[config.mk]
export PLATFORM = sky130hd
export DESIGN_NAME = indirect_block_map_walker
export DESIGN_NICKNAME = d
export VERILOG_FILES = /design/src/design/ibmw_pkg.sv /design/src/design/ibmw_classify.sv /design/src/design/ibmw_step.sv /design/src/design/indirect_block_map_walker.sv
export SDC_FILE = /design/constraint.sdc
export NUM_CORES = 1
export LEC_CHECK = 0
export ABC_CLOCK_PERIOD_IN_PS = 8850
export BUFFER_PORTS_ARGS = -buffer_cell sky130_fd_sc_hd__buf_4
export CAP_MARGIN = 20
export CORE_ASPECT_RATIO = 1.2
export CORE_MARGIN = 2
export CORE_UTILIZATION = 30
export CTS_CLUSTER_SIZE = 40
export DETAILED_ROUTE_END_ITERATION = 6
export GPL_TIMING_DRIVEN = 0
export HOLD_SLACK_MARGIN = 0.12
export PLACE_DENSITY = 0.46
export SETUP_SLACK_MARGIN = 0.5
export SYNTH_ARGS = -nofsm -noshare
export SYNTH_HDL_FRONTEND = slang
export SYNTH_SLANG_ARGS = --single-unit
[constraint.sdc]
create_clock -name clk -period 8.85 [get_ports clk]
set_input_delay 1.77 -clock clk [delete_from_list [all_inputs] [get_ports clk]]
set_output_delay 1.77 -clock clk [all_outputs]
set_load 0.005 [all_outputs]
[src/design/ibmw_pkg.sv]
// shared types, constants and helpers for the indirect block map walker
package ibmw_pkg;

    localparam int unsigned DIRECT_POINTERS = 12;
    localparam int unsigned LIM_W = 43;
    localparam int unsigned IDX_W = 14;

    typedef enum logic [1:0] {
        KIND_SLOT    = 2'd0,
        KIND_WORD    = 2'd1,
        KIND_DONE    = 2'd2,
        KIND_IGNORED = 2'd3
    } kind_t;

    typedef struct packed {
        logic        walking;
        logic [1:0]  levels_left;
        logic [31:0] residual;
    } walk_t;

    typedef struct packed {
        kind_t             kind;
        logic [31:0]       target_block;
        logic [IDX_W-1:0]  word_index;
        logic [31:0]       physical_block;
        logic              out_of_range;
    } res_t;

    // pointer index width: 8 plus the clamped log block size
    function automatic logic [3:0] ptr_shift(input logic [2:0] log_bs);
        logic [2:0] l;
        begin
            l = (log_bs > 3'd6) ? 3'd6 : log_bs;
            return 4'd8 + {1'b0, l};
        end
    endfunction

endpackage

[src/design/ibmw_classify.sv]
// range classification of a new lookup request
module ibmw_classify (
    input  logic [31:0]    logical_block,
    input  logic [3:0]     sh,
    output ibmw_pkg::res_t res,
    output ibmw_pkg::walk_t walk
);
    import ibmw_pkg::*;

    logic [LIM_W-1:0] bn;
    logic [LIM_W-1:0] lim1;
    logic [LIM_W-1:0] lim2;
    logic [LIM_W-1:0] lim3;
    logic [LIM_W-1:0] d1;
    logic [LIM_W-1:0] d2;
    logic [LIM_W-1:0] d3;
    logic [4:0]       sh2;
    logic [5:0]       sh3;

    always_comb
    begin
        sh2  = {sh, 1'b0};
        sh3  = {2'b00, sh} + {1'b0, sh2};
        bn   = LIM_W'(logical_block);
        lim1 = LIM_W'(1) << sh;
        lim2 = LIM_W'(1) << sh2;
        lim3 = LIM_W'(1) << sh3;
        d1   = bn - LIM_W'(DIRECT_POINTERS);
        d2   = d1 - lim1;
        d3   = d2 - lim2;

        res.kind           = KIND_SLOT;
        res.target_block   = '0;
        res.word_index     = '0;
        res.physical_block = '0;
        res.out_of_range   = 1'b0;
        walk.walking       = 1'b1;
        walk.levels_left   = 2'd0;
        walk.residual      = '0;

        priority if (bn < LIM_W'(DIRECT_POINTERS))
        begin
            res.word_index = IDX_W'(logical_block);
        end
        else if (d1 < lim1)
        begin
            res.word_index   = IDX_W'(DIRECT_POINTERS);
            walk.levels_left = 2'd1;
            walk.residual    = d1[31:0];
        end
        else if (d2 < lim2)
        begin
            res.word_index   = IDX_W'(DIRECT_POINTERS + 1);
            walk.levels_left = 2'd2;
            walk.residual    = d2[31:0];
        end
        else if (d3 < lim3)
        begin
            res.word_index   = IDX_W'(DIRECT_POINTERS + 2);
            walk.levels_left = 2'd3;
            walk.residual    = d3[31:0];
        end
        else
        begin
            res.kind         = KIND_DONE;
            res.out_of_range = 1'b1;
            walk.walking     = 1'b0;
        end
    end

endmodule

[src/design/ibmw_step.sv]
// one level step of a walk on a returned pointer word
module ibmw_step (
    input  logic [31:0]     read_word,
    input  logic            read_failed,
    input  logic [3:0]      sh,
    input  ibmw_pkg::walk_t walk_in,
    output ibmw_pkg::res_t  res,
    output ibmw_pkg::walk_t walk
);
    import ibmw_pkg::*;

    logic [4:0]       amt;
    logic [31:0]      shifted;
    logic [IDX_W:0]   mask_wide;
    logic [IDX_W-1:0] mask;

    always_comb
    begin
        unique case (walk_in.levels_left)
            2'd2:    amt = {1'b0, sh};
            2'd3:    amt = {sh, 1'b0};
            default: amt = 5'd0;
        endcase
        shifted   = walk_in.residual >> amt;
        mask_wide = ((IDX_W+1)'(1) << sh) - (IDX_W+1)'(1);
        mask      = mask_wide[IDX_W-1:0];

        res.kind           = KIND_DONE;
        res.target_block   = '0;
        res.word_index     = '0;
        res.physical_block = '0;
        res.out_of_range   = 1'b0;
        walk.walking       = 1'b0;
        walk.levels_left   = 2'd0;
        walk.residual      = '0;

        priority if (!walk_in.walking)
        begin
            res.kind = KIND_IGNORED;
            walk     = walk_in;
        end
        else if (read_failed)
        begin
            // failure ends the walk with a hole
        end
        else if (walk_in.levels_left == 2'd0)
        begin
            res.physical_block = read_word;
        end
        else if (read_word == 32'd0)
        begin
            // zero pointer at an indirect level
        end
        else
        begin
            res.kind         = KIND_WORD;
            res.target_block = read_word;
            res.word_index   = shifted[IDX_W-1:0] & mask;
            walk.walking     = 1'b1;
            walk.levels_left = walk_in.levels_left - 2'd1;
            walk.residual    = walk_in.residual;
        end
    end

endmodule

[src/design/indirect_block_map_walker.sv]
// Maps a file-relative logical block to a physical block by walking the
// direct / single / double / triple indirect pointer tree, one pointer word
// per request. A lookup (req_type 0) answers with the inode slot to read; each
// returned word (req_type 1) answers with the next block word to read or with
// the final mapping. Every request gives exactly one result. Requests are
// taken one per cycle unless the output stalls: a request is latched in an
// input register, resolved by one range compare or one shift-and-mask level
// step, and lands in an output register when it advances; the walk state
// updates with it, so back-to-back requests see each other's state. log_block_size
// is always ready and should only be written while no request is in flight.
module indirect_block_map_walker (
    input  logic        clk,
    input  logic        rst_n,
    input  logic        cfg_valid,
    output logic        cfg_ready,
    input  logic [2:0]  cfg_data,
    input  logic        in_valid,
    output logic        in_stall,
    input  logic        req_type,
    input  logic [31:0] logical_block,
    input  logic [31:0] read_word,
    input  logic        read_failed,
    output logic        out_valid,
    input  logic        out_stall,
    output logic [1:0]  result_kind,
    output logic [31:0] target_block,
    output logic [13:0] word_index,
    output logic [31:0] physical_block,
    output logic        out_of_range
);
    import ibmw_pkg::*;

    logic [2:0]  log_bs_reg;
    logic        hold_valid_reg;
    logic        hold_valid_next;
    logic        hold_type_reg;
    logic [31:0] hold_block_reg;
    logic [31:0] hold_word_reg;
    logic        hold_failed_reg;
    walk_t       walk_reg;
    walk_t       walk_next;
    logic        out_valid_reg;
    logic        out_valid_next;
    res_t        out_reg;
    res_t        out_next;

    logic        accept;
    logic        advance;
    logic [3:0]  sh;
    res_t        cls_res;
    walk_t       cls_walk;
    res_t        stp_res;
    walk_t       stp_walk;

    assign cfg_ready = 1'b1;
    assign sh        = ptr_shift(log_bs_reg);
    assign advance   = hold_valid_reg && (!out_valid_reg || !out_stall);
    assign in_stall  = hold_valid_reg && !advance;
    assign accept    = in_valid && !in_stall;

    ibmw_classify u_classify (
        .logical_block (hold_block_reg),
        .sh            (sh),
        .res           (cls_res),
        .walk          (cls_walk)
    );

    ibmw_step u_step (
        .read_word   (hold_word_reg),
        .read_failed (hold_failed_reg),
        .sh          (sh),
        .walk_in     (walk_reg),
        .res         (stp_res),
        .walk        (stp_walk)
    );

    always_comb
    begin
        hold_valid_next = hold_valid_reg;
        if (advance)
        begin
            hold_valid_next = 1'b0;
        end
        if (accept)
        begin
            hold_valid_next = 1'b1;
        end

        walk_next      = walk_reg;
        out_next       = out_reg;
        out_valid_next = out_valid_reg && out_stall;
        if (advance)
        begin
            out_valid_next = 1'b1;
            if (hold_type_reg)
            begin
                out_next  = stp_res;
                walk_next = stp_walk;
            end
            else
            begin
                out_next  = cls_res;
                walk_next = cls_walk;
            end
        end
    end

    always_ff @(posedge clk or negedge rst_n)
    begin
        if (!rst_n)
        begin
            log_bs_reg     <= 3'd0;
            hold_valid_reg <= 1'b0;
            walk_reg       <= '0;
            out_valid_reg  <= 1'b0;
        end
        else
        begin
            if (cfg_valid && cfg_ready)
            begin
                log_bs_reg <= cfg_data;
            end
            hold_valid_reg <= hold_valid_next;
            walk_reg       <= walk_next;
            out_valid_reg  <= out_valid_next;
        end
    end

    // payload registers, no reset
    always_ff @(posedge clk)
    begin
        if (accept)
        begin
            hold_type_reg   <= req_type;
            hold_block_reg  <= logical_block;
            hold_word_reg   <= read_word;
            hold_failed_reg <= read_failed;
        end
        out_reg <= out_next;
    end

    assign out_valid      = out_valid_reg;
    assign result_kind    = out_reg.kind;
    assign target_block   = out_reg.target_block;
    assign word_index     = out_reg.word_index;
    assign physical_block = out_reg.physical_block;
    assign out_of_range   = out_reg.out_of_range;

    // an idle walker carries no leftover level or offset
    a_idle_clean: assert property (@(posedge clk) disable iff (!rst_n)
        !walk_reg.walking |-> (walk_reg.levels_left == 2'd0 && walk_reg.residual == 32'd0))
        else $error("idle walker holds stale walk state");

    // a block word request keeps the walk alive until it is taken
    a_word_walking: assert property (@(posedge clk) disable iff (!rst_n)
        (out_valid_reg && out_reg.kind == KIND_WORD) |-> walk_reg.walking)
        else $error("block word request issued without an active walk");

    // an ignored word means no walk was running
    a_ignored_idle: assert property (@(posedge clk) disable iff (!rst_n)
        (out_valid_reg && out_reg.kind == KIND_IGNORED) |-> !walk_reg.walking)
        else $error("word ignored while a walk is active");

    // out of range only ever comes with a done result and no mapping
    a_oor_done: assert property (@(posedge clk) disable iff (!rst_n)
        (out_valid_reg && out_reg.out_of_range)
            |-> (out_reg.kind == KIND_DONE && out_reg.physical_block == 32'd0))
        else $error("out of range flag on a non-done result");

endmodule
# Yosys cells after proc, flatten, opt, wreduce, memory -nomap -nowiden
# Cells that the tools add are included.
dict set report totals {
  register_bits 187
  input_bits 74
  output_inout_bits 84
  word_cells 93
}
dict set report classes {
  add_sub_neg 7
  order_cmp 5
  eq_ne 4
  shift 5
  n_mux 36
  n_bitwise 4
  n_reduce_logical 17
}
# cell count
set ops {}
lappend ops {{35-bit 2-to-1 mux} 6}
lappend ops {{43-bit less-than comparator} 3}
lappend ops {{34-bit 2-to-1 mux} 3}
lappend ops {{48-bit 2-to-1 mux} 2}
lappend ops {{43-bit subtractor} 2}
lappend ops {{81-bit 2-to-1 mux} 1}
lappend ops {{80-bit 2-to-1 mux} 1}
lappend ops {{78-bit 2-to-1 mux} 1}
lappend ops {{1-bit by 4-bit left shift with 43-bit output, first input constant} 1}
lappend ops {{1-bit by 5-bit left shift with 43-bit output, first input constant} 1}
lappend ops {{1-bit by 6-bit left shift with 43-bit output, first input constant} 1}
lappend ops {{14-bit 2-to-1 mux} 3}
lappend ops {{32-bit by 4-bit subtractor with 33-bit output, second input constant} 1}
lappend ops {{32-bit logical NOT} 1}
lappend ops {{32-bit by 4-bit less-than comparator with 1-bit output, second input constant} 1}
lappend ops {{32-bit 2-to-1 mux} 1}
lappend ops {{32-bit by 5-bit right shift with 14-bit output} 1}
lappend ops {{14-bit AND} 1}
lappend ops {{1-bit by 4-bit left shift with 14-bit output, first input constant} 1}
lappend ops {{14-bit by 2-bit subtractor with 14-bit output, second input constant} 1}
lappend ops {{1-bit 2-to-1 mux} 10}
lappend ops {{2-bit 2-to-1 mux} 5}
lappend ops {{5-bit one-hot mux with 2 select lines} 1}
lappend ops {{4-bit OR reduction} 2}
lappend ops {{other kinds (18)} 27}

# Depth between registers and ports, before layout
# Gate-level depths: netlist (run 1).
dict set report logic_depth {
  depth_word 12
  ltp_mapped 37
  depth_no_buf 36
}

# By module
# Synthesis (run 1) repeated with hierarchy kept, for this count alone.
dict set report unflattened {
  cells_unflattened 1648
  area_unflattened_um2 16796.1
}
# module n_inst cells_each area_per_inst_um2 seq_area_each_um2
set modules_own_cells {}
lappend modules_own_cells {indirect_block_map_walker 1 369 7628.6 5415.2}
lappend modules_own_cells {ibmw_classify 1 915 6262.3 0.0}
lappend modules_own_cells {ibmw_step 1 364 2905.3 0.0}

# Least setup slack after synthesis (run 1)
# No wires, ideal clock.
dict set report synth_path {
  kind {flip-flop to flip-flop}
  from {register hold_block_reg[2]}
  to {register walk_reg[25] in the netlist's numbering}
  setup_time_ns 0.066
  arrival_time_ns 7.457
  t_required_ns 8.784
  path_slack_ns 1.327
  stages_incl_launch_ff 34
  path_buffers 2
  period_less_slack_ns 7.523
  path_cell_list {edfxtp_1 > ha_1 > or3_1 > clkbuf_1 > nor3_1 > nand2b_1 > nor2_1 > xor2_1 > ha_1 > nand2_1 > o21ai_0 > a41o_1 > o211ai_4 > nand4_1 > a21oi_1 > xor2_1 > ha_1 > or3_1 > a311o_1 > a311o_1 > o21ai_4 > buf_4 > a21o_1 > ha_1 > a21o_1 > a21o_1 > a21oi_1 > nor2b_1 > o21ai_0 > a31oi_1 > a211oi_1 > nand2_1 > a21oi_4 > a221o_1}
}
dict set report synth_via {
  elab_chain_cells 9
  word_cells_on_any_way 12
  classes_between {add/sub: 3; order compare: 4; mux: 5}
}
# element line_no
set synth_rtl {}
lappend synth_rtl {{start: declaration} indirect_block_map_walker.sv:37} ;# logic [31:0] hold_block_reg;
lappend synth_rtl {{start signal: assignment} indirect_block_map_walker.sv:135} ;# hold_block_reg <= logical_block;
lappend synth_rtl {{32-bit by 4-bit subtractor with 33-bit output} ibmw_classify.sv:28} ;# d1 = bn - LIM_W'(DIRECT_POINTERS);
lappend synth_rtl {{43-bit subtractor} ibmw_classify.sv:29} ;# d2 = d1 - lim1;
lappend synth_rtl {{43-bit subtractor} ibmw_classify.sv:30} ;# d3 = d2 - lim2;
lappend synth_rtl {{43-bit less-than comparator} ibmw_classify.sv:57} ;# else if (d3 < lim3)
lappend synth_rtl {{34-bit 2-to-1 mux} ibmw_classify.sv:57}
lappend synth_rtl {{34-bit 2-to-1 mux} ibmw_classify.sv:51} ;# else if (d2 < lim2)
lappend synth_rtl {{34-bit 2-to-1 mux} ibmw_classify.sv:45} ;# else if (d1 < lim1)
lappend synth_rtl {{35-bit 2-to-1 mux *} ibmw_classify.sv:41} ;# priority if (bn < LIM_W'(DIRECT_POINTERS))
lappend synth_rtl {{35-bit 2-to-1 mux *} indirect_block_map_walker.sv:95} ;# if (hold_type_reg)
lappend synth_rtl {{end signal: assignment} indirect_block_map_walker.sv:124} ;# walk_reg <= walk_next;
lappend synth_rtl {{end: declaration} indirect_block_map_walker.sv:40} ;# walk_t walk_reg;
# Every way passes the cells marked *; elsewhere a longest branch is shown, timed or not.
# A chain may end at the register's enable or synchronous reset.

# Final worst setup path (run 1)
dict set report layout_path {
  from {register log_bs_reg[1]}
  to {register out_reg (netlist bit out_of_range), data pin}
}
dict set report layout_via {
  elab_chain_cells 8
  word_cells_on_any_way 14
  classes_between {add/sub: 4; order compare: 4; shift: 3; mux: 2; reduce/logical: 1}
}
# element line_no
set layout_rtl {}
lappend layout_rtl {{start: declaration} indirect_block_map_walker.sv:33} ;# logic [2:0] log_bs_reg;
lappend layout_rtl {{start signal: assignment} indirect_block_map_walker.sv:121} ;# log_bs_reg <= cfg_data;
lappend layout_rtl {{3-bit greater-than comparator} ibmw_pkg.sv:33} ;# l = (log_bs > 3'd6) ? 3'd6 : log_bs;
lappend layout_rtl {{3-bit 2-to-1 mux *} ibmw_pkg.sv:33}
lappend layout_rtl {{4-bit by 3-bit adder with 4-bit output *} ibmw_pkg.sv:34} ;# return 4'd8 + {1'b0, l};
lappend layout_rtl {{1-bit by 4-bit left shift with 43-bit output} ibmw_classify.sv:25} ;# lim1 = LIM_W'(1) << sh;
lappend layout_rtl {{43-bit subtractor} ibmw_classify.sv:29}
lappend layout_rtl {{43-bit subtractor} ibmw_classify.sv:30}
lappend layout_rtl {{43-bit less-than comparator} ibmw_classify.sv:57}
lappend layout_rtl {{1-bit 2-to-1 mux} ibmw_classify.sv:57}
lappend layout_rtl {{end signal: assignment} indirect_block_map_walker.sv:139} ;# out_reg <= out_next;
lappend layout_rtl {{end: declaration} indirect_block_map_walker.sv:44} ;# res_t out_reg;
# Marks and branches as above.

==> flow_summary.json, run 1 <==
{
  "tightest_slew_ns": 1.11,
  "preCtsSetupSlack_ns": -0.808,
  "drtIter0Drc": 596,
  "post-route-period-util_pct": 90.2,
  "hold_depth": 1,
  "leakage_uw": 0.00578,
  "r2r_cells": 36,
  "grt_pass1_wl_um": 59700,
  "place_area_um2": 13900,
  "slew_violations": 0,
  "regArea_um2": 5420,
  "drt_first_pass_iters": 5,
  "drc_errors": 0,
  "grt_pass1_vias": 9978,
  "rows": 80,
  "post_drt_wl_per_cell_um": 20.4,
  "root_buffer": "clkbuf_16",
  "cts_tree": "yes",
  "grt_antenna_before_repair": 0,
  "synth_edf_count": 147,
  "cts.htree.levels": 4,
  "clock-sinks": 187,
  "path_max_fanout": 10,
  "cts_made_buffers": 17,
  "fin_ws_ns": 0.863,
  "critPathRequiredTime_ns": 9.01,
  "outcome": "finished, final reports clean",
  "clkLatencyLatePin_ns": 0.46,
  "syn_area_um2": 12000,
  "rsz0062_at_grt": "false",
  "drive_above_1_share_pct": 21.1,
  "syn_nets": 1340,
  "cts_buffer_depth": 2,
  "hold_viol": 0,
  "synth-seq-cells": 187,
  "gp_congestion": 0.923,
  "fp.dieH_um": 223,
  "core_area_um2": 39600,
  "hpwl_um": 31100,
  "synth_ff_type": "edfxtp_1",
  "yosysTopAreaCell": "edfxtp_1",
  "postLayoutCellArea_um2": 14900,
  "holdWs_ns": 0.485,
  "num-fill-cells": 4080,
  "netlist.area_leader.share_pct": 36.8,
  "cap_viol_max_count": 0,
  "initial_core_util_pct": 30.3,
  "p_per_area_nw_per_um2": 208,
  "setup_violations": 0,
  "synth_common_cells": "nand2_1 (148), edfxtp_1 (147), nor2_1 (84), and2_1 (82), ha_1 (66)",
  "seq_area_frac_synth_pct": 45.1,
  "grt_overflow": 0,
  "ir_worst_vdd_mv": 0.144,
  "ys_warn_count": 0,
  "fin_nets": 1544,
  "antenna_left": 0,
  "r2r_slack_ns": 0.86,
  "synth-async-reset-ratio_pct": 21.4,
  "ys_types": 90,
  "syn_inst": 1199,
  "grt_max_degree": 70,
  "yosys.cell_count.top_type": "nand2_1",
  "slew_headroom_pct": 25.1,
  "fmaxAchievable_mhz": 125,
  "min_period_ns": 7.99,
  "multi_input_area_um2": 6470,
  "clkSlewWorstSetupHoldPaths_ns": 0.08,
  "syn_area_per_cell_um2": 10.0,
  "worstSetupPathType": "reg -> reg",
  "die_w_um": 187,
  "dieArea_um2": 41700,
  "cp_slowest_cell": "dfrtp_2",
  "viasPerCell": 5.16,
  "ioPinCount": 158,
  "routed_wl_um": 39800,
  "fin_worst_skew_ns": 0.0146,
  "min_path_type": "reg -> reg",
  "crit_arrival_ns": 8.14,
  "tns_ns": 0,
  "largest_reg_flops": 35,
  "cp-start-kind": "register",
  "cp-end-kind": "register",
  "vias": 10060,
  "holdBufCountCts": 0,
  "fin_util_pct": 37.7,
  "grtUsageTotal_pct": 18.9,
  "diodes": 0,
  "port_buffers": 156,
  "crit_top_cell": "a21o_1",
  "crit_path_max_incr_delay_ns": 0.47,
  "area_growth_pct": 24.2,
  "synth.area.top_cells": "edfxtp_1 (37%), dfrtp_1 (8.3%), ha_1 (6.9%)"
}
## placed cells by master, fill, tap and decap left out, drive strengths merged, types with 32 or more instances in the layout
| cell | instances |
|---|---|
| dfrtp | 40 |
| and2 | 83 |
| o21ai | 51 |
| clkbuf | 73 |
| mux2i | 47 |
| nor3 | 32 |
| nor2 | 85 |
| edfxtp | 147 |
| inv | 33 |
| buf | 194 |
| a21oi | 53 |
| ha | 66 |
| nand2 | 148 |
## layout make-up
cell class | count | area share, %
multi-input combinational | 923 | 43.3
sequential | 187 | 36.3
timing repair buffer | 184 | 9.47
tap | 533 | 4.47
clock buffer | 18 | 2.88
buffer | 65 | 1.89
clock inverter | 14 | 0.973
inverter | 25 | 0.671
## kinds of logic after synthesis
family                     after synthesis  synth area share, %
and+or+nand+nor                        491                 21.0
xor gates and xnor gates                48                 3.63
DFF                                    187                 45.1
buffers and inverters                   90                 3.00
other                                    1               0.0312
AOI/OAI and AO/OA                      265                 15.9
muxes                                   50                 4.29
adders and majority gates               67                 7.04
## power breakdown
group | switching [µW] | internal [µW] | leakage, µW
Sequential | 103 | 1070 | 0.00196
Clock | 391 | 378 | 0.000283
Combinational | 709 | 460 | 0.00354
## what timing repair did
item                       CTS  global route
gates resized for setup     13            47
buffers inserted             9            17
gates cloned                 0             1
setup endpoints to repair   40            40
pin swaps                    3            13
## stage by stage
step / std cells / total power (µW)
after floorplan: 1199 / 1880
after global placement: 1888 / 2290
after detailed placement: 1889 / 2290
after CTS: 1930 / 3080
after global routing: 1949 / 3280
final: 1949 / 3110
## path summary, 6_finish.rpt
| check | endpoint | startpoint |
|---|---|---|
| min in group asynchronous | log_bs_reg[1]$_DFFE_PN0P_ | rst_n |
| setup reg to reg | out_of_range$_SDFFCE_PP0P_ | log_bs_reg[1]$_DFFE_PN0P_ |
| max in group asynchronous | walk_reg[15]$_DFFE_PN0P_ | rst_n |
| hold / removal | out_valid$_DFF_PN0_ | hold_valid_reg$_DFFE_PN0P_ |
| hold reg to reg | out_valid$_DFF_PN0_ | hold_valid_reg$_DFFE_PN0P_ |
| setup / recovery | out_of_range$_SDFFCE_PP0P_ | log_bs_reg[1]$_DFFE_PN0P_ |
## critical path: cells and delay by family (launching register included)
kind	cells	cell delay [ns]
buf+inv	5	0.90
flops	1	0.47
xor+xnor	2	0.40
fa+ha+maj	4	1.17
compound gates	14	2.56
simple gates	11	2.12
## layer usage
metal	part of all wire [%]	up-vias	GRT usage [%]	routed length (µm)
met2	51	294	34.5	20400
met3	3.8	75	2.83	1500
met5	0	-	0	0
li1	-	4877	-	-
met4	4.4	0	9.06	1740
met1	41	4814	21.6	16200
No activity file was read; power rests on OpenSTA's default activity.
==> run 2: changes to the inputs <==
--- a/config.mk
+++ b/config.mk
@@ -5,6 +5,7 @@
 export SDC_FILE = /design/constraint.sdc
 export NUM_CORES = 1
 export LEC_CHECK = 0
+export ABC_AREA = 1
 export ABC_CLOCK_PERIOD_IN_PS = 8850
 export BUFFER_PORTS_ARGS = -buffer_cell sky130_fd_sc_hd__buf_4
 export CAP_MARGIN = 20
==> run 2 against run 1 <==
Via count rose by 12%. Sequential share of layout area decreased by 0.37 points. Sequential power about the same. Worst setup slack gained 0.32 ns. Critical path depth increased by 2. Critical endpoint is now word_index[1]$_DFFE_PP_. Largest cell class unchanged.
==> flow_summary.json, run 2 <==
{
  "port_buffers": 156,
  "drc_errors": 0,
  "synth_ff_type": "edfxtp_1",
  "antenna_left": 0,
  "routed_wl_um": 40400,
  "syn_area_um2": 12600,
  "syn_nets": 1779,
  "postLayoutCellArea_um2": 15100,
  "place_area_um2": 14500,
  "syn_area_per_cell_um2": 7.68,
  "cp-start-kind": "register",
  "post-route-period-util_pct": 86.6,
  "vias": 11311,
  "slew_violations": 0,
  "hpwl_um": 33600,
  "grt_overflow": 0,
  "synth-seq-cells": 187,
  "synth_common_cells": "nand2_1 (499), nor2_1 (191), inv_1 (184), edfxtp_1 (147), o21ai_0 (107)",
  "cts.htree.levels": 4,
  "die_w_um": 191,
  "holdWs_ns": 0.484,
  "synth-async-reset-ratio_pct": 21.4,
  "mostFrequentLayoutCells": "nand2_1 (499), nor2_1 (188), inv_1 (183)",
  "r2r_slack_ns": 1.19,
  "min_path_type": "reg -> reg",
  "cts_tree": "yes",
  "netlist.area_leader.share_pct": 35.1,
  "grt_antenna_before_repair": 0,
  "cp-end-kind": "register",
  "reg2reg_to": "word_index[1]$_DFFE_PP_",
  "hp-start": "walk_reg[26]$_DFFE_PN0P_",
  "initial_core_util_pct": 30.3,
  "layout_commonest_cell": "nand2_1",
  "yosysTopAreaCell": "edfxtp_1",
  "core_area_um2": 41600,
  "r2r_cells": 38,
  "critPathRequiredTime_ns": 9.04,
  "ys_warn_count": 0,
  "hold_depth": 2,
  "outcome": "finished, final reports clean",
  "cap_viol_max_count": 0,
  "syn_inst": 1638,
  "p_per_area_nw_per_um2": 212,
  "seq_area_frac_synth_pct": 43.0,
  "path_max_fanout": 10,
  "ioPinCount": 158,
  "gp_congestion": 0.896,
  "drtIter0Drc": 626,
  "viasPerCell": 4.76,
  "dieArea_um2": 43600,
  "rsz0062_at_grt": "false",
  "hold_viol": 0,
  "clock-sinks": 187,
  "largest_reg_flops": 35,
  "fin_worst_skew_ns": 0.0156,
  "synth.area.top_cells": "edfxtp_1 (35%), nand2_1 (15%), dfrtp_1 (8.0%)",
  "clkSlewWorstSetupHoldPaths_ns": 0.08,
  "worstSetupPathType": "reg -> reg",
  "root_buffer": "clkbuf_16",
  "post_cts_buffers": 0,
  "crit_path_max_incr_delay_ns": 0.48,
  "grt_pass1_wl_um": 62600,
  "grt_max_degree": 41,
  "synth_edf_count": 147,
  "tightest_slew_ns": 0.852,
  "area_growth_pct": 19.8,
  "setup_violations": 0,
  "cts_made_buffers": 17,
  "yosys.cell_count.top_type": "nand2_1",
  "num-fill-cells": 4448,
  "cp_slowest_cell": "dfrtp_1",
  "fmaxAchievable_mhz": 131,
  "cts_resized": 0,
  "clkLatencyLatePin_ns": 0.46,
  "cts_buffer_depth": 2,
  "drive_above_1_share_pct": 14.4,
  "fp.dieH_um": 228,
  "slew_headroom_pct": 43.2,
  "holdBufCountCts": 0,
  "grt_pass1_vias": 11182,
  "grtUsageTotal_pct": 18.9,
  "post_drt_wl_per_cell_um": 17.0,
  "ys_types": 54,
  "crit_top_cell": "nand2_1",
  "holdPathEnd": "walk_reg[26]$_DFFE_PN0P_",
  "timing.rr.start": "log_bs_reg[1]$_DFFE_PN0P_",
  "diodes": 0,
  "rows": 82,
  "ir_worst_vdd_mv": 0.153,
  "drt_first_pass_iters": 5,
  "crit_arrival_ns": 7.85,
  "fin_nets": 1957,
  "min_period_ns": 7.66,
  "leakage_uw": 0.00684
}
[run 2: where the power goes]
part / switching [µW] / internal (µW)
Clock: 374 / 371
Combinational: 853 / 423
Sequential: 83.2 / 1100
Total: 1310 / 1890
[run 2: layer usage]
layer	track usage (%)	wire (µm)	vias up
li1	-	-	5766
met1	21.2	16600	5223
met2	34.9	21000	246
met3	2.46	1170	76
met4	8.96	1730	0
met5	0	0	-
[run 2: worst max-delay path, delay by kind of cell, from the launching register on]
kind	cells	cell delay [ns]
simple gates	26	4.21
fa+ha+maj	4	1.34
xor+xnor	1	0.14
flops	1	0.48
buf+inv	7	1.21
[run 2: area by class of cell]
class,count,area [µm²],area share (%)
inverter,192,721,4.78
clock buffer,18,429,2.85
timing repair buffer,159,1230,8.17
clock inverter,14,136,0.905
multi-input combinational,1213,6240,41.4
sequential,187,5420,35.9
tap,546,683,4.53
buffer,46,214,1.42
[run 2: metrics by stage]
step / util (%) / instances / TNS [ns] / setup slack, ns / power, µW
floorplan: - / 1638 / 0 / 1.98 / 2010
global placement: 34.7 / 2340 / -7.89 / -0.390 / 2460
detailed placement: 34.9 / 2343 / 0 / 0.836 / 2470
CTS: 36.3 / 2375 / 0 / 0.806 / 3220
global route: 36.3 / 2375 / 0 / 0.610 / 3430
finish: 36.3 / 2375 / 0 / 1.19 / 3200
[run 2: worst max-delay path by stage]
| stage | end | slack (ns) | cells past startpoint | from |
|---|---|---|---|---|
| 2_1_floorplan | walk_reg[18]$_DFFE_PN0P_ | 1.98 | 9 | out_stall |
| 3_3_place_gp | walk_reg[30]$_DFFE_PN0P_ | -0.39 | 10 | out_stall |
| 3_5_place_dp | word_index[1]$_DFFE_PP_ | 0.84 | 38 | log_bs_reg[1]$_DFFE_PN0P_ |
| 4_1_cts | word_index[1]$_DFFE_PP_ | 0.81 | 38 | log_bs_reg[1]$_DFFE_PN0P_ |
| 5_1_grt | word_index[1]$_DFFE_PP_ | 0.61 | 38 | log_bs_reg[1]$_DFFE_PN0P_ |
| 6_report | word_index[1]$_DFFE_PP_ | 1.19 | 38 | log_bs_reg[1]$_DFFE_PN0P_ |
[run 2: kinds of logic (layout without fill, tap and decap cells)]
family	after synthesis	in the layout	synth area share [%]
xor gates and xnor gates	24	24	1.67
AOI/OAI and AO/OA	202	202	8.98
DFF	187	187	43.0
and+or+nand+nor	916	916	31.9
adders and majority gates	67	67	6.72
other	1	1	0.0298
muxes	3	3	0.239
buffers and inverters	238	429	7.43
==> run 3: changes to the inputs <==
--- a/config.mk
+++ b/config.mk
@@ -16,8 +16,9 @@
 export DETAILED_ROUTE_END_ITERATION = 6
 export GPL_TIMING_DRIVEN = 0
 export HOLD_SLACK_MARGIN = 0.12
-export PLACE_DENSITY = 0.46
+export PLACE_DENSITY = 0.45
 export SETUP_SLACK_MARGIN = 0.5
 export SYNTH_ARGS = -nofsm -noshare
 export SYNTH_HDL_FRONTEND = slang
+export SYNTH_HIERARCHICAL = 1
 export SYNTH_SLANG_ARGS = --single-unit
==> run 3 against run 2 <==
Global-route usage increased by 2.3 points. Clock power increased by 7.7%. Flip-flop and latch count unchanged. Synthesized cell count increased by 65%. Final area increased by 36%. Routed wire length increased by 57%. Total power increased by 25%. Die area increased by 37%.
==> flow_summary.json, run 3 <==
{
  "outcome": "finished, final reports clean",
  "power_frac_comb_pct": 50.0,
  "seq_area_frac_synth_pct": 31.2,
  "yosys.cell_count.top_type": "nand2_1",
  "rsz0062_at_grt": "false",
  "cp_slowest_cell": "edfxtp_1",
  "synth-seq-cells": 187,
  "setup_violations": 0,
  "grt_pass1_wl_um": 96000,
  "r2r_slack_ns": 1.02,
  "grt_max_degree": 91,
  "tightest_slew_ns": 0.890,
  "grt_antenna_before_repair": 1,
  "syn_area_um2": 17400,
  "crit_arrival_ns": 8.22,
  "cts_made_buffers": 17,
  "viasPerCell": 4.68,
  "slew_headroom_pct": 40.7,
  "ys_warn_count": 6,
  "dieArea_um2": 59800,
  "synth_ff_type": "edfxtp_1",
  "gp_congestion": 0.957,
  "drive_above_1_share_pct": 14.1,
  "post-route-period-util_pct": 88.5,
  "die_w_um": 224,
  "syn_area_per_cell_um2": 6.44,
  "drc_errors": 0,
  "ir_worst_vdd_mv": 0.149,
  "ys_types": 47,
  "antenna_left": 0,
  "netlist.area_leader.share_pct": 25.4,
  "crit_path_max_incr_delay_ns": 0.52,
  "path_max_fanout": 10,
  "clock-sinks": 187,
  "clkLatencyLatePin_ns": 0.49,
  "initial_core_util_pct": 30.4,
  "fmaxAchievable_mhz": 128,
  "hold_viol": 0,
  "yosysTopAreaCell": "edfxtp_1",
  "min_path_type": "reg -> reg",
  "rows": 96,
  "crit_start": "hold_block_reg[2]$_DFFE_PP_",
  "port_buffers": 156,
  "drtIter0Drc": 955,
  "fin_worst_skew_ns": 0.0168,
  "p_int_uw": 2150,
  "post_drt_wl_per_cell_um": 17.2,
  "fin_nets": 3112,
  "fin_util_pct": 35.8,
  "routed_wl_um": 63500,
  "min_period_ns": 7.83,
  "fp.dieH_um": 268,
  "cts.htree.levels": 4,
  "cts_buffer_depth": 2,
  "p_clk_share_pct": 20.0,
  "vias": 17318,
  "worstSetupPathType": "reg -> reg",
  "crit_top_cell": "nand2_1",
  "largest_reg_flops": 35,
  "pwr-share-seq_pct": 29.9,
  "ioPinCount": 158,
  "p_per_area_nw_per_um2": 196,
  "synth.area.top_cells": "edfxtp_1 (25%), nand2_1 (23%), nand3_1 (7.9%)",
  "mostFrequentLayoutCells": "nand2_1 (1044), nor2_1 (294), nand3_1 (273)",
  "timing.rr.start": "hold_block_reg[2]$_DFFE_PP_",
  "drt_first_pass_iters": 5,
  "grt_pass1_vias": 16972,
  "grtUsageTotal_pct": 21.2,
  "r2r_cells": 40,
  "critPathRequiredTime_ns": 9.23,
  "cp-start-kind": "register",
  "root_buffer": "clkbuf_16",
  "crit_path_end": "walk_reg[13]$_DFFE_PN0P_",
  "cp-end-kind": "register",
  "synth-async-reset-ratio_pct": 21.4,
  "clkSlewWorstSetupHoldPaths_ns": 0.08,
  "slew_violations": 0,
  "switching_share_pct": 46.3,
  "synth_edf_count": 147,
  "grt_overflow": 0,
  "hpwl_um": 52300,
  "holdWs_ns": 0.494,
  "area_growth_pct": 17.7,
  "layout_commonest_cell": "nand2_1",
  "cap_viol_max_count": 0,
  "synth_common_cells": "nand2_1 (1046), nor2_1 (296), nand3_1 (274), inv_1 (272), edfxtp_1 (147)",
  "p_sw_uw": 1850,
  "syn_inst": 2696,
  "cts_tree": "yes",
  "core_area_um2": 57200,
  "reg2reg_to": "walk_reg[13]$_DFFE_PN0P_",
  "leakage_uw": 0.0105
}
[run 3: cell families (layout without fill, tap and decap cells)]
family          count (synthesis)  count (layout)  share of synthesized area, %
fa+ha+maj                      87              87                          6.35
simple gates                 1736            1736                          41.6
buf+inv                       459             649                          12.6
compound gates                171             171                          5.50
xor+xnor                       53              53                          2.67
flops                         187             187                          31.2
other cells                     3              82                        0.0648
[run 3: worst min-delay path by stage]
stage / start / endpoint / slack, ns / cells after the start
floorplan: walk_reg[18]$_DFFE_PN0P_ / walk_reg[18]$_DFFE_PN0P_ / 0.45 / 2
global placement: walk_reg[18]$_DFFE_PN0P_ / walk_reg[18]$_DFFE_PN0P_ / 0.47 / 2
detailed placement: walk_reg[18]$_DFFE_PN0P_ / walk_reg[18]$_DFFE_PN0P_ / 0.47 / 2
CTS: walk_reg[18]$_DFFE_PN0P_ / walk_reg[18]$_DFFE_PN0P_ / 0.49 / 2
global route: walk_reg[18]$_DFFE_PN0P_ / walk_reg[18]$_DFFE_PN0P_ / 0.53 / 2
finish: walk_reg[18]$_DFFE_PN0P_ / walk_reg[18]$_DFFE_PN0P_ / 0.49 / 2
[run 3: cell type report]
type / count / area (µm²)
fill: 6347 / 36700
multi-input combinational: 2128 / 10100
sequential: 187 / 5420
timing repair buffer: 158 / 1210
inverter: 293 / 1110
buffer: 166 / 1100
tap: 735 / 920
clock buffer: 17 / 425
clock inverter: 15 / 169
antenna: 1 / 2.50
[run 3: critical path, delay by kind of cell, from the launching register on]
kind	cells	cell delay (ns)
xor+xnor	2	0.51
fa+ha+maj	3	1.04
flops	1	0.52
compound gates	6	1.12
simple gates	25	3.74
buf+inv	4	0.81
[run 3: power by group through the flow]
stage / Combinational, µW / Sequential, µW / Clock (µW)
after floorplan: 1350 / 1190 / 0
after global placement: 1970 / 1220 / 0
after detailed placement: 1980 / 1220 / 0
after CTS: 2000 / 1200 / 840
after global routing: 2260 / 1210 / 862
final: 2000 / 1200 / 802
[run 3: through the flow]
step                      instances  area (µm²)  power (µW)  setup slack, ns  TNS [ns]
after floorplan                2774       17700        2540             2.74         0
after global placement         3665       19800        3190           -0.276     -2.87
after detailed placement       3666       19800        3200           -0.313     -3.36
after CTS                      3698       20400        4040            0.605         0
after global routing           3700       20400        4340            0.522         0
final                          3700       20400        4000             1.02         0
[run 3: what timing repair did]
| action | in CTS | in global routing |
|---|---|---|
| buffers inserted | 0 | 1 |
| endpoints found under the setup margin | 38 | 29 |
| hold buffers | 0 | 0 |
| pin swaps | 0 | 1 |
| cloned | 0 | 0 |
| gates resized for setup | 10 | 9 |
[run 3: layer usage]
layer  GRT usage, %  part of all wire (%)  vias to the layer above
li1               -                     -                     8935
met1           23.0                    40                     7963
met2           41.6                    54                      327
met3           2.62                   2.9                       93
met4           8.13                   3.5                        0
met5              0                     0                        -
